### src/bls_pkg.sv
// ----------------------------------------------------------------------------
// bls_pkg
// Shared types, codes and the duty-cycle helper for the backlight sequencer.
// ----------------------------------------------------------------------------
package bls_pkg;

    typedef enum logic [1:0] {
        ST_IDLE,
        ST_EXEC,
        ST_SECOND
    } t_state;

    typedef enum logic [1:0] {
        TA_NONE   = 2'd0,
        TA_ARM    = 2'd1,
        TA_CANCEL = 2'd2
    } t_timer_action;

    // configuration register indexes
    localparam logic [1:0] CFG_INIT_BITS         = 2'd0;
    localparam logic [1:0] CFG_REGULATOR_PRESENT = 2'd1;
    localparam logic [1:0] CFG_MAX_DELAY         = 2'd2;

    localparam logic        FUNC_SET  = 1'b0;
    localparam logic        FUNC_FIRE = 1'b1;

    localparam logic [15:0] INIT_BITS_RESET = 16'd0;
    localparam logic        REG_PRESENT_RESET = 1'b1;
    localparam logic [15:0] MAX_DELAY_RESET = 16'd6;

    // level*44/100 == floor(level*14421 / 2^15) for every 8-bit level
    localparam logic [21:0] DUTY_RECIP = 22'd14421;
    localparam int          DUTY_SHIFT = 15;
    localparam int          DUTY_POS   = 5;

    function automatic logic [15:0] duty_word(input logic [7:0] level,
                                              input logic [15:0] init_bits);
        logic [21:0] prod;
        logic [6:0]  duty;
        prod = 22'(level) * DUTY_RECIP;
        duty = prod[DUTY_SHIFT +: 7];
        return (16'(duty) << DUTY_POS) | init_bits;
    endfunction

endpackage

### src/bls_store.sv
// ----------------------------------------------------------------------------
// bls_store
// Request queue storage: one write port, one registered read port.
// ----------------------------------------------------------------------------
module bls_store #(
    parameter int DEPTH = 25,
    parameter int AW    = 5
) (
    input  logic          i_clk,
    input  logic          i_we,
    input  logic [AW-1:0] i_waddr,
    input  logic [7:0]    i_wdata,
    input  logic [AW-1:0] i_raddr,
    output logic [7:0]    o_rdata
);

    logic [7:0] r_mem [DEPTH];
    logic [7:0] r_rdata;

    always_ff @(posedge i_clk) begin
        if (i_we) begin
            r_mem[i_waddr] <= i_wdata;
        end
        r_rdata <= r_mem[i_raddr];
    end

    assign o_rdata = r_rdata;

endmodule

### src/backlight_request_sequencer_core.sv
// ----------------------------------------------------------------------------
// backlight_request_sequencer_core
// Orders brightness requests, queues rises and replays them on timer fires.
// ----------------------------------------------------------------------------
//  channel   handshake                   payload
//  input     start / busy                i_func i_level i_now_ticks i_regulator_on
//  config    i_cfg_valid / o_cfg_ready   i_cfg_index i_cfg_data
//  result    o_strobe (one cycle)        o_write_valid o_write_value o_timer_action
//                                        o_timer_delay o_last
//
//  For an item, the accept edge issues the queue read at the read slot and
//  enters EXEC, which updates state and registers the first result. Turning
//  the light off adds the SECOND state for the second write. busy is high from
//  accept until the last result is registered. Reset is synchronous; the
//  queue storage needs no clearing since the pointers bound every read. The
//  receiver cannot stall: each result shows for exactly one cycle.
// ----------------------------------------------------------------------------
module backlight_request_sequencer_core #(
    parameter int QUEUE_DEPTH = 25
) (
    input  logic        i_clk,
    input  logic        i_rst_n,
    input  logic        start,
    output logic        busy,
    input  logic        i_func,
    input  logic [7:0]  i_level,
    input  logic [31:0] i_now_ticks,
    input  logic        i_regulator_on,
    input  logic        i_cfg_valid,
    output logic        o_cfg_ready,
    input  logic [1:0]  i_cfg_index,
    input  logic [15:0] i_cfg_data,
    output logic        o_strobe,
    output logic        o_write_valid,
    output logic [15:0] o_write_value,
    output bls_pkg::t_timer_action o_timer_action,
    output logic [15:0] o_timer_delay,
    output logic        o_last
);
    import bls_pkg::*;

    localparam int          PW        = $clog2(QUEUE_DEPTH);
    localparam logic [PW-1:0] LAST_SLOT = PW'(QUEUE_DEPTH - 1);
    localparam logic [PW-1:0] ONE_SLOT  = PW'(1);

    // configuration
    logic [15:0] r_init_bits;
    logic        r_reg_present;
    logic [15:0] r_max_delay;

    // sequencer state
    t_state      r_state, n_state;
    logic [PW-1:0] r_read_slot, n_read_slot;
    logic [PW-1:0] r_write_slot, n_write_slot;
    logic [7:0]  r_applied, n_applied;
    logic [31:0] r_stamp, n_stamp;
    logic [15:0] r_step_delay, n_step_delay;
    logic        r_arm_pend, n_arm_pend;

    // latched item
    logic        r_func;
    logic [7:0]  r_level;
    logic [31:0] r_now;
    logic        r_reg_on;

    // result register
    logic          r_strobe, n_strobe;
    logic [15:0]   r_value, n_value;
    t_timer_action r_action, n_action;
    logic [15:0]   r_delay, n_delay;
    logic          r_last, n_last;

    logic          accept;
    logic          store_we;
    logic [7:0]    rd_level;

    bls_store #(
        .DEPTH (QUEUE_DEPTH),
        .AW    (PW)
    ) u_store (
        .i_clk   (i_clk),
        .i_we    (store_we),
        .i_waddr (r_write_slot),
        .i_wdata (r_level),
        .i_raddr (r_read_slot),
        .o_rdata (rd_level)
    );

    assign accept      = start && !busy;
    assign o_cfg_ready = 1'b1;

    always_ff @(posedge i_clk) begin
        if (!i_rst_n) begin
            r_init_bits   <= INIT_BITS_RESET;
            r_reg_present <= REG_PRESENT_RESET;
            r_max_delay   <= MAX_DELAY_RESET;
        end else if (i_cfg_valid && o_cfg_ready) begin
            unique case (i_cfg_index)
                CFG_INIT_BITS:         r_init_bits   <= i_cfg_data;
                CFG_REGULATOR_PRESENT: r_reg_present <= i_cfg_data[0];
                CFG_MAX_DELAY:         r_max_delay   <= i_cfg_data;
                default: ;
            endcase
        end
    end

    always_ff @(posedge i_clk) begin
        if (accept) begin
            r_func   <= i_func;
            r_level  <= i_level;
            r_now    <= i_now_ticks;
            r_reg_on <= i_regulator_on;
        end
        r_value <= n_value;
        r_delay <= n_delay;
        r_last  <= n_last;
    end

    always_ff @(posedge i_clk) begin
        if (!i_rst_n) begin
            r_state      <= ST_IDLE;
            r_read_slot  <= '0;
            r_write_slot <= '0;
            r_applied    <= 8'd0;
            r_stamp      <= 32'd0;
            r_step_delay <= MAX_DELAY_RESET;
            r_arm_pend   <= 1'b0;
            r_strobe     <= 1'b0;
            r_action     <= TA_NONE;
        end else begin
            r_state      <= n_state;
            r_read_slot  <= n_read_slot;
            r_write_slot <= n_write_slot;
            r_applied    <= n_applied;
            r_stamp      <= n_stamp;
            r_step_delay <= n_step_delay;
            r_arm_pend   <= n_arm_pend;
            r_strobe     <= n_strobe;
            r_action     <= n_action;
        end
    end

    logic          empty;
    logic          enqueue;
    logic          skip;
    logic          more;
    logic [7:0]    lvl;
    logic [PW-1:0] rd_inc;
    logic [PW-1:0] wr_inc;
    logic [31:0]   on_time;

    always_comb begin
        empty   = (r_read_slot == r_write_slot);
        lvl     = (r_func == FUNC_FIRE) ? rd_level : r_level;
        enqueue = (r_func == FUNC_SET) && (r_level > r_applied)
                  && ((r_reg_present && !r_reg_on) || !empty);
        skip    = (r_func == FUNC_FIRE) && empty;
        rd_inc  = (r_read_slot == LAST_SLOT) ? LAST_SLOT : r_read_slot + ONE_SLOT;
        wr_inc  = (r_write_slot == LAST_SLOT) ? LAST_SLOT : r_write_slot + ONE_SLOT;
        more    = (r_func == FUNC_FIRE) && (rd_inc != r_write_slot);
        on_time = r_now - r_stamp;

        n_state      = r_state;
        n_read_slot  = r_read_slot;
        n_write_slot = r_write_slot;
        n_applied    = r_applied;
        n_stamp      = r_stamp;
        n_step_delay = r_step_delay;
        n_arm_pend   = r_arm_pend;
        n_strobe     = 1'b0;
        n_value      = 16'd0;
        n_action     = TA_NONE;
        n_delay      = 16'd0;
        n_last       = 1'b0;
        store_we     = 1'b0;

        unique case (r_state)
            ST_IDLE: begin
                if (accept) begin
                    n_state = ST_EXEC;
                end
            end
            ST_EXEC: begin
                n_state = ST_IDLE;
                if (enqueue) begin
                    store_we     = 1'b1;
                    n_write_slot = wr_inc;
                end else if (!skip) begin
                    n_applied = lvl;
                    if (more) begin
                        n_read_slot = rd_inc;
                    end else begin
                        n_read_slot  = '0;
                        n_write_slot = '0;
                    end
                    n_strobe = 1'b1;
                    if (lvl != 8'd0) begin
                        n_stamp = r_now;
                        n_value = duty_word(lvl, r_init_bits);
                        n_last  = 1'b1;
                        if (r_func == FUNC_SET) begin
                            n_action = TA_CANCEL;
                        end else if (more) begin
                            n_action = TA_ARM;
                            n_delay  = r_step_delay;
                        end
                    end else begin
                        // off: learn the on-time, second write follows
                        n_step_delay = (on_time > {16'd0, r_max_delay}) ?
                                       r_max_delay : on_time[15:0];
                        n_value      = r_init_bits;
                        n_action     = (r_func == FUNC_SET) ? TA_CANCEL : TA_NONE;
                        n_arm_pend   = more;
                        n_state      = ST_SECOND;
                    end
                end
            end
            ST_SECOND: begin
                n_state    = ST_IDLE;
                n_strobe   = 1'b1;
                n_last     = 1'b1;
                n_arm_pend = 1'b0;
                if (r_arm_pend) begin
                    n_action = TA_ARM;
                    n_delay  = r_step_delay;
                end
            end
            default: begin
                n_state = ST_IDLE;
            end
        endcase
    end

    assign busy           = (r_state != ST_IDLE);
    assign o_strobe       = r_strobe;
    assign o_write_valid  = r_strobe;
    assign o_write_value  = r_value;
    assign o_timer_action = r_action;
    assign o_timer_delay  = r_delay;
    assign o_last         = r_last;

    a_slot_order: assert property (@(posedge i_clk) disable iff (!i_rst_n)
        (r_read_slot <= r_write_slot) && (r_write_slot <= LAST_SLOT))
        else $error("queue slots out of order");

    a_pair: assert property (@(posedge i_clk) disable iff (!i_rst_n)
        (o_strobe && !o_last) |=> (o_strobe && o_last))
        else $error("first of two writes not followed by the final one");

    a_arm_last: assert property (@(posedge i_clk) disable iff (!i_rst_n)
        (o_strobe && (o_timer_action == TA_ARM)) |-> o_last)
        else $error("timer arm on a non-final word");

    a_busy_after_accept: assert property (@(posedge i_clk) disable iff (!i_rst_n)
        accept |=> busy)
        else $error("busy not raised after accept");

    a_cancel_first: assert property (@(posedge i_clk) disable iff (!i_rst_n)
        (o_strobe && (o_timer_action == TA_CANCEL)) |-> !$past(r_strobe))
        else $error("cancel on a later word");

endmodule

### config.mk
export PLATFORM = sky130hd
export DESIGN_NAME = backlight_request_sequencer_core
export DESIGN_NICKNAME = d
export VERILOG_FILES = /design/src/bls_pkg.sv /design/src/bls_store.sv /design/src/backlight_request_sequencer_core.sv
export SDC_FILE = /design/constraint.sdc
export NUM_CORES = 1
export LEC_CHECK = 0
export BUFFER_PORTS_ARGS = -buffer_cell sky130_fd_sc_hd__buf_2
export CAP_MARGIN = 20
export CORE_MARGIN = 5
export CORE_UTILIZATION = 56
export DETAILED_ROUTE_END_ITERATION = 8
export MAX_ROUTING_LAYER = met4
export PLACE_DENSITY = 0.77
export SYNTH_ARGS = -nofsm -noshare
export SYNTH_HDL_FRONTEND = slang
export SYNTH_SLANG_ARGS = --single-unit
export TNS_END_PERCENT = 1
### constraint.sdc
create_clock -name i_clk -period 4.7 [get_ports i_clk]
set_clock_uncertainty 0.05 [all_clocks]
set_input_delay 0 -clock i_clk [delete_from_list [all_inputs] [get_ports i_clk]]
set_output_delay 0 -clock i_clk [all_outputs]
set_load 0.01 [all_outputs]
# == After elaboration in Yosys (flattened, before gate mapping) ==
# Memory sizes are Yosys's and may differ from the RTL's. A register that Yosys moved wholly into a read port is not among the register bits.
# Index checks and enable logic that the tools add are counted.
# word_totals
reg_bits,180
latchBits,0
mem_bits_rw,200
mem_bits_ro,0
in_bits,64
output_inout_bits,39
word_cells,114
memories,1
# classes
addsub,3
mul,1
div,0
n_lt_le_gt_ge,2
eq_ne,14
shifts,0
n_mux,44
bitwise_logic,6
reduce_logical,24
# memory_table
memory,words,width,read_ports,rd_ports_with_merged_regs,wr,line_no,source
u_store.r_mem,25,8,1,1,1,bls_store.sv:17,logic [7:0] r_mem [DEPTH];
# op_table
operator,count
16-bit two-way mux,8
32-bit by 16-bit > comparator with 1-bit output,1
16-bit case mux with 2 select lines,1
32-bit subtractor,1
5-bit two-way mux,6
"8-bit by 14-bit multiplier with 22-bit output, second input constant",1
2-bit two-way mux,9
12-bit by 16-bit OR with 16-bit output,1
1-bit two-way mux,14
"2-bit inequality test, second input constant",6
4-bit AND reduction,3
"5-bit by 1-bit adder with 5-bit output, second input constant",2
"5-bit == test, second input constant",2
8-bit > comparator,1
8-bit two-way mux,1
2-bit case mux with 2 select lines,2
8-bit nonzero test,1
1-bit logical AND,6
1-bit case mux with 2 select lines,3
2-bit AND reduction,3
3-bit AND reduction,2
5-bit == test,1
5-bit inequality test,1
1-bit inverter,5
other kinds (7),13

# == Longest topological paths before layout ==
# Gate-level depths: netlist of run 1.
# depth
word_depth,10
ltp_mapped,23
ltp_nobuf,21

# == Hierarchy ==
# From an unflattened synthesis of run 1, not the netlist that was laid out.
# hier_totals
cells_unflattened,1701
area_unflattened_um2,18919.4
# modules_own_cells
module,n_inst,cells_each,area_each_um2,seq_area_each_um2
backlight_request_sequencer_core,1,1241,10821.6,4023.9
bls_store,1,460,8097.8,6165.9

# == Worst setup path after synthesis of run 1 ==
# No wires, ideal clock.
# synth_path
kind,register to register
startpoint,register r_func
endpoint,register r_value[11] (netlist: o_write_value[11])
setup_time_ns,0.131
arrival_time_ns,4.860
t_required_ns,4.519
path_slack_ns,-0.341
stages_incl_launch_ff,20
n_path_buf,1
period_less_slack_ns,5.041
path_cell_list,edfxtp_1 -> buf_1 -> mux2i_1 -> inv_1 -> ha_1 -> inv_1 -> fa_1 -> inv_1 -> fa_1 -> ha_1 -> a211oi_1 -> o31ai_1 -> a21oi_1 -> o221ai_1 -> a31oi_1 -> o21ai_0 -> o41ai_1 -> xnor2_1 -> a21oi_1 -> nor3_1
# synth_between
elab_chain_cells,4
elab_cells_between_ends,10
cone_classes,mul (1); mux (2); bitwise (2); reduce/logical (5)
# synth_lines
item,line_no,source
"start, declared",backlight_request_sequencer_core.sv:61,logic r_func;
"start signal, assigned",backlight_request_sequencer_core.sv:109,r_func <= i_func;
8-bit two-way mux (*),backlight_request_sequencer_core.sv:154,lvl = (r_func == FUNC_FIRE) ? rd_level : r_level;
named net lvl[6],backlight_request_sequencer_core.sv:147,logic [7:0] lvl;
8-bit by 14-bit multiplier with 22-bit output,bls_pkg.sv:40,prod = 22'(level) * DUTY_RECIP;
12-bit by 16-bit OR with 16-bit output,bls_pkg.sv:42,return (16'(duty) << DUTY_POS) | init_bits;
16-bit two-way mux (*),backlight_request_sequencer_core.sv:197,if (lvl != 8'd0) begin
"end signal, assigned",backlight_request_sequencer_core.sv:114,r_value <= n_value;
"end, declared",backlight_request_sequencer_core.sv:68,"logic [15:0] r_value, n_value;"
# Mark *: on every way through the listed nets, which the timed path passes. The rest lies on a longest branch.
# A chain may end at the register's enable or synchronous reset.

# == Final worst setup path of run 1 ==
# layout_path
startpoint,register r_func
endpoint,register r_value[8] (netlist: o_write_value[8])
# The elaborated chain is that of the path after synthesis.

==> impl_metrics.py, run 1 <==
metrics = {
    "drt": {
        "drt_iter0_drc": 1117,
        "first_pass_iters": 8,
        "drt_wl_total_um": 45000,
        "num_vias": 13000,
        "drcViolationCount": 0,
        "avgViaCountPerCell": 5.85,
        "wl_per_cell_um": 20.2,
        "postRouteAntennaNets": 0,
    },
    "yosys": {
        "ys_seq_area_share_pct": 54.4,
        "synthArstFlopShare_pct": 0,
        "synth-edff-count": 242,
        "netlist_instances": 1560,
        "synth_area_per_cell_um2": 12.0,
        "synth-seq-cells": 388,
        "netlist_area_mm2": 0.0187,
        "synth_fp_nets": 1766,
        "synthFlopType": "edfxtp_1",
        "synth-warning-count": 0,
        "ys_types": 80,
    },
    "floorplanning": {
        "core.rowCount": 67,
        "start_util_pct": 56.3,
        "pin_count": 103,
        "die_h_um": 193,
        "core_mm2": 0.0333,
        "die_width_um": 193,
        "die_area_mm2": 0.0372,
    },
    "clocking": {
        "h-tree-depth": 2,
        "clk-insertion-delay-late_ns": 0.54,
        "cts_tree": "built",
        "cts-root-buf": "clkbuf_16",
        "clock-sinks": 388,
        "cts_max_path_buffers": 3,
        "cts_made_buffers": 39,
        "clk_pin_slew_ns": 0.06,
    },
    "placement": {
        "place.gp.congestion": 0.956,
        "post-place-cells": 2083,
        "place_ws_ns": -0.0755,
        "place_hpwl_um": 29600,
        "port_buffers": 101,
    },
    "layout": {
        "final_cell_mix": "edfxtp_1, nand2_1, dfxtp_1, nor2_1, ha_1",
        "regArea_mm2": 0.0102,
        "final_common_cell": "edfxtp_1",
        "final_nets": 1957,
        "fin_cells": 2227,
        "layout-drive-gt1-share_pct": 19.1,
        "area_growth_pct": 17.6,
        "fillCellCount": 2392,
        "multi_input_area_mm2": 0.00803,
    },
    "critical_path": {
        "endpoint_kind": "register",
        "cp_max_fo": 6,
        "timing.setup.critical_path_class": "register to register",
        "start_kind": "register",
        "cp.required_ns": 5.06,
        "arrival_ns": 4.86,
    },
    "global_route": {
        "grt_overflow": 0,
        "grt_pass1_vias": 12800,
        "antenna_found_initial": 1,
        "track_usage_pct": 24.7,
        "grt_pass1_wl_um": 69800,
        "grt_max_degree": 84,
    },
    "sta": {
        "slew_headroom_pct": 30.0,
        "finalWorstSetupSlack_ns": 0.200,
        "hold_ws_ns": 0.116,
        "tightest_slew_ns": 1.05,
        "hold_violations": 0,
        "post-route-period-util_pct": 95.8,
        "period_needed_ns": 4.50,
        "setup_viol": 0,
        "fmax_ghz": 0.222,
        "slew_viol_final": 0,
    },
    "pwr": {
        "leakage_uw": 0.00830,
        "peakVddDrop_v": 0.000248,
        "p_total_uw": 8270,
        "pwr_density_cell_mw_per_mm2": 375,
    },
    "job": {
        "drv_cap": 0,
    },
    "worst_hold_path": {
        "hold_path.class": "input pin to register",
    },
    "outcome": {
        "status": "complete, no violations",
    },
}
-- Yosys cell counts (24+ instances only) --
| cell | number | area (um2) |
|---|---|---|
| edfxtp_1 | 242 | 7270 |
| dfxtp_1 | 146 | 2920 |
| nand2_1 | 146 | 548 |
| ha_1 | 125 | 1560 |
| nor2_1 | 122 | 458 |
| inv_1 | 109 | 409 |
| a21oi_1 | 104 | 521 |
| mux4_2 | 56 | 1260 |
| mux2i_1 | 52 | 521 |
| clkbuf_1 | 47 | 176 |
| o21ai_0 | 37 | 185 |
| nand3_1 | 33 | 165 |
| nor3_1 | 25 | 125 |
| nand4_1 | 24 | 150 |
-- metal layers --
layer  global-route usage [%]  routed length (um)
met4                     5.87                 913
met1                     34.2               19200
met2                     38.2               21000
met5                        -                   0
met3                     4.76                3870
-- cell type report --
| type | count | area share, % |
|---|---|---|
| flip-flops and latches | 388 | 46.3 |
| multi-input cells | 991 | 36.4 |
| repair buffers | 221 | 7.14 |
| clock buffers | 54 | 5.11 |
| well taps | 448 | 2.54 |
| inverters | 110 | 1.87 |
| clock inverters | 14 | 0.619 |
| diodes | 1 | 0.0114 |
-- critical path: stages, from the launching register on --
cell,delay (ns)
edfxtp_1,0.44
buf_6,0.17
mux2_2,0.36
ha_2,0.31
ha_4,0.28
inv_1,0.05
fa_1,0.52
inv_1,0.04
ha_1,0.29
ha_1,0.20
a21o_1,0.17
a21o_1,0.18
a21oi_2,0.16
o221ai_2,0.14
buf_4,0.16
a31o_2,0.23
a21oi_1,0.25
nor2b_1,0.11
nor3_2,0.16
o31ai_1,0.10
-- registers in the layout, indices dropped and copies added (netlist names), 2 cells and up --
signal	cells
r_state	2
o_timer_action	2
u_store.r_mem	200
r_write_slot	5
r_level	8
r_now	32
o_write_value	16
r_init_bits	16
u_store.o_rdata	8
r_read_slot	5
r_max_delay	16
r_applied	8
r_step_delay	16
o_timer_delay	16
r_stamp	32
-- power by group --
| group | internal (uW) | leakage [uW] | switching (uW) |
|---|---|---|---|
| registers | 3690 | 0.00339 | 41.8 |
| logic | 645 | 0.00430 | 825 |
| clock network | 1790 | 0.000619 | 1280 |
| total | 6120 | 0.00830 | 2150 |
-- timing repair --
item / 4_1_cts / 5_1_grt
setup endpoints to repair: 12 / 20
buffers inserted: 1 / 8
hold endpoints to repair: 82 / 0
pin swaps: 2 / 16
cloned: 0 / 1
gates resized for setup: 4 / 31
hold buffers: 65 / 0
-- per-stage QoR --
stage | TNS [ns] | utilization, % | cell area (um2)
6_report | 0 | 66.2 | 22000
5_1_grt | -0.0548 | 66.2 | 22000
4_1_cts | 0 | 65.5 | 21800
3_5_place_dp | -0.341 | 59.7 | 19900
3_3_place_gp | 0 | 59.7 | 19900
2_1_floorplan | 0 | - | 18700
-- worst paths after layout --
path                    from                end  slack [ns]  depth (start not counted)
max                   r_func   o_write_value[8]        0.20                         19
min          i_now_ticks[21]          r_now[21]        0.12                          2
max reg2reg           r_func   o_write_value[8]        0.20                         19
min reg2reg  r_init_bits[12]  o_write_value[12]        0.41                          1
-- cell families after synthesis --
kind of cell             Yosys count  share of synthesized area, %
AO/OA/AOI/OAI                    255                          8.78
XOR/XNOR                          35                          1.64
adder cells (fa/ha/maj)          142                          10.2
buffers and inverters            181                          3.79
flip-flops                       388                          54.4
multiplexers                     119                          10.2
other                              1                        0.0200
AND/OR/NAND/NOR                  439                          11.0
No activity file was read; power rests on OpenSTA's default activity.
==> inputs of run 2 (changes only) <==
--- a/config.mk
+++ b/config.mk
@@ -10,7 +10,6 @@
 export CORE_MARGIN = 5
 export CORE_UTILIZATION = 56
 export DETAILED_ROUTE_END_ITERATION = 8
-export MAX_ROUTING_LAYER = met4
 export PLACE_DENSITY = 0.77
 export SYNTH_ARGS = -nofsm -noshare
 export SYNTH_HDL_FRONTEND = slang
==> run 2 against run 1 <==
Worst hold slack worse by 0.0078 ns; setup slack worse by 0.091 ns; final cell count is 0.18% higher; global-route usage decreased by 0.50 points; sequential share of layout area fell by 0.073 points; die area stayed put; cell area increased by 0.16%; power grew 0.21%; clock-buffer cell count down 4; via count is 0.28% lower; sequential cell count unchanged; non-clock buffer count increased by 4; critical path type unchanged.
==> impl_metrics.py, run 2 (same netlist as run 1, synthesis figures left out) <==
metrics = {
    "drt": {
        "drt_iter0_drc": 1106,
        "num_vias": 13000,
        "drcViolationCount": 0,
        "drt_wl_total_um": 44600,
        "avgViaCountPerCell": 5.82,
        "first_pass_iters": 5,
        "postRouteAntennaNets": 0,
        "wl_per_cell_um": 20.0,
    },
    "floorplanning": {
        "core.rowCount": 67,
        "die_width_um": 193,
        "die_h_um": 193,
        "die_area_mm2": 0.0372,
        "core_mm2": 0.0333,
        "start_util_pct": 56.3,
        "pin_count": 103,
    },
    "critical_path": {
        "cp_max_fo": 3,
        "path_depth": 20,
        "crit_buf_inv": 6,
        "endpoint_kind": "register",
        "timing.setup.critical_path_class": "register to register",
        "arrival_ns": 4.94,
        "cp_slowest_stage_delay_ns": 0.49,
        "rr_endpoint": "o_write_value[6]",
        "crit_family": "adder cells",
        "crit_path_cell_trace": "mux2_2 > ha_4 > ha_1 > inv_1 > fa_1 > inv_1 > fa_1 > ha_4 > nand4_1 > o31ai_1 > a21oi_1 > o221ai_2 > a31oi_2 > buf_4 > buf_4 > buf_4 > buf_4 > xnor2_2 > a21oi_2 > nor3_1",
        "reg2reg_depth": 20,
        "crit_slowest_cell": "fa_1",
        "cpMostUsedCell": "buf_4",
        "r2r_start": "r_func",
        "rrSetupSlack_ns": 0.11,
        "start_kind": "register",
        "cp.required_ns": 5.05,
    },
    "clocking": {
        "clock-sinks": 388,
        "cts_max_path_buffers": 3,
        "cts_tree": "built",
        "cts_made_buffers": 40,
        "h-tree-depth": 2,
        "clk_pin_slew_ns": 0.06,
        "cts-root-buf": "clkbuf_16",
        "clk-insertion-delay-late_ns": 0.55,
    },
    "global_route": {
        "grt_pass1_wl_um": 70500,
        "grt_overflow": 0,
        "antenna_found_initial": 1,
        "grt_max_degree": 54,
        "track_usage_pct": 24.2,
        "grt_pass1_vias": 12900,
    },
    "worst_hold_path": {
        "hold_path.class": "input pin to register",
        "whs_path_depth": 2,
        "min_from": "i_now_ticks[2]",
        "min_to": "r_now[2]",
    },
    "pwr": {
        "peakVddDrop_v": 0.000287,
        "p_total_uw": 8290,
        "pwr_density_cell_mw_per_mm2": 376,
        "leakage_uw": 0.00828,
    },
    "layout": {
        "layout-drive-gt1-share_pct": 18.7,
        "area_growth_pct": 17.8,
        "largest_reg_flops": 200,
        "reg_top3": "u_store.r_mem: 200 flops, r_now: 32 flops, r_stamp: 32 flops",
        "final_cell_mix": "edfxtp_1, nand2_1, dfxtp_1, nor2_1, ha_1",
        "final_util_pct": 66.3,
        "fillCellCount": 2364,
        "final_common_cell": "edfxtp_1",
        "antenna_cells": 0,
        "largest-register": "u_store.r_mem",
        "final_nets": 1962,
    },
    "sta": {
        "fmax_ghz": 0.218,
        "rsz0062_at_grt": "yes",
        "hold_violations": 0,
        "setup_viol": 0,
        "slew_viol_final": 0,
        "tightest_slew_ns": 1.06,
        "slew_headroom_pct": 29.1,
        "post-route-period-util_pct": 97.7,
        "period_needed_ns": 4.59,
        "hold_ws_ns": 0.108,
    },
    "placement": {
        "place_hpwl_um": 29500,
        "place.gp.congestion": 0.936,
        "port_buffers": 101,
    },
    "job": {
        "drv_cap": 0,
    },
    "outcome": {
        "status": "complete, no violations",
    },
}
[run 2: cell types whose count changed in the layout (fill, tap and decap cells not counted), moves of 3 or more]
cell / previous run / this run
a21oi_1: 95 / 99
ha_2: 5 / 2
clkinvlp_4: 1 / 4
dlygate4sd3_1: 65 / 70
a21oi_2: 11 / 7
[run 2: area by class of cell]
class	count	area [um2]	share of cell area, %
clock inverters	19	196	0.890
repair buffers	225	1620	7.34
multi-input cells	991	8010	36.3
well taps	448	561	2.54
flip-flops and latches	388	10200	46.2
inverters	110	413	1.87
clock buffers	50	1070	4.84
[run 2: repair_timing]
action / in CTS / in global routing
setup buffers: 4 / 5
setup endpoints to repair: 9 / 22
pin swaps: 5 / 18
hold endpoints to repair: 83 / 0
hold buffers: 70 / 0
resized for setup: 4 / 25
[run 2: worst max-delay path by stage]
stage                              to   start
detailed placement  o_write_value[11]  r_func
global placement    o_write_value[11]  r_func
CTS                 o_write_value[11]  r_func
floorplan           o_write_value[11]  r_func
global route         o_write_value[6]  r_func
finish               o_write_value[6]  r_func
[run 2: per-stage QoR]
step	area (um2)	setup slack (ns)	std cells	setup TNS, ns
after floorplan	18700	0.0219	1560	0
after global placement	19900	0.0822	2083	0
after detailed placement	19900	-0.0323	2083	-0.0452
after CTS	21900	0.0135	2226	0
after global routing	22100	-0.0854	2231	-0.173
final	22100	0.108	2231	0
[run 2: worst reg2reg max path, cell delays in order, from the launching register on]
cell and delay, ns:
edfxtp_1 0.43, mux2_2 0.40, ha_4 0.24, ha_1 0.27, inv_1 0.05, fa_1 0.49, inv_1 0.05, fa_1 0.48
ha_4 0.30, nand4_1 0.08, o31ai_1 0.26, a21oi_1 0.15, o221ai_2 0.25, a31oi_2 0.14, buf_4 0.15, buf_4 0.12
buf_4 0.12, buf_4 0.13, xnor2_2 0.12, a21oi_2 0.12, nor3_1 0.06
[run 2: layer usage]
metal / part of all wire [%] / up-vias / GRT usage [%]
li1: - / 6072 / -
met1: 43 / 6288 / 35.7
met2: 46 / 540 / 37.3
met3: 8.6 / 80 / 4.54
met4: 2.2 / 2 / 6.09
met5: 0.027 / - / 0
[run 2: where the power goes]
part	total, uW	switching (uW)	internal, uW
Clock	3070	1290	1780
Sequential	3730	41.5	3690
Combinational	1480	820	664
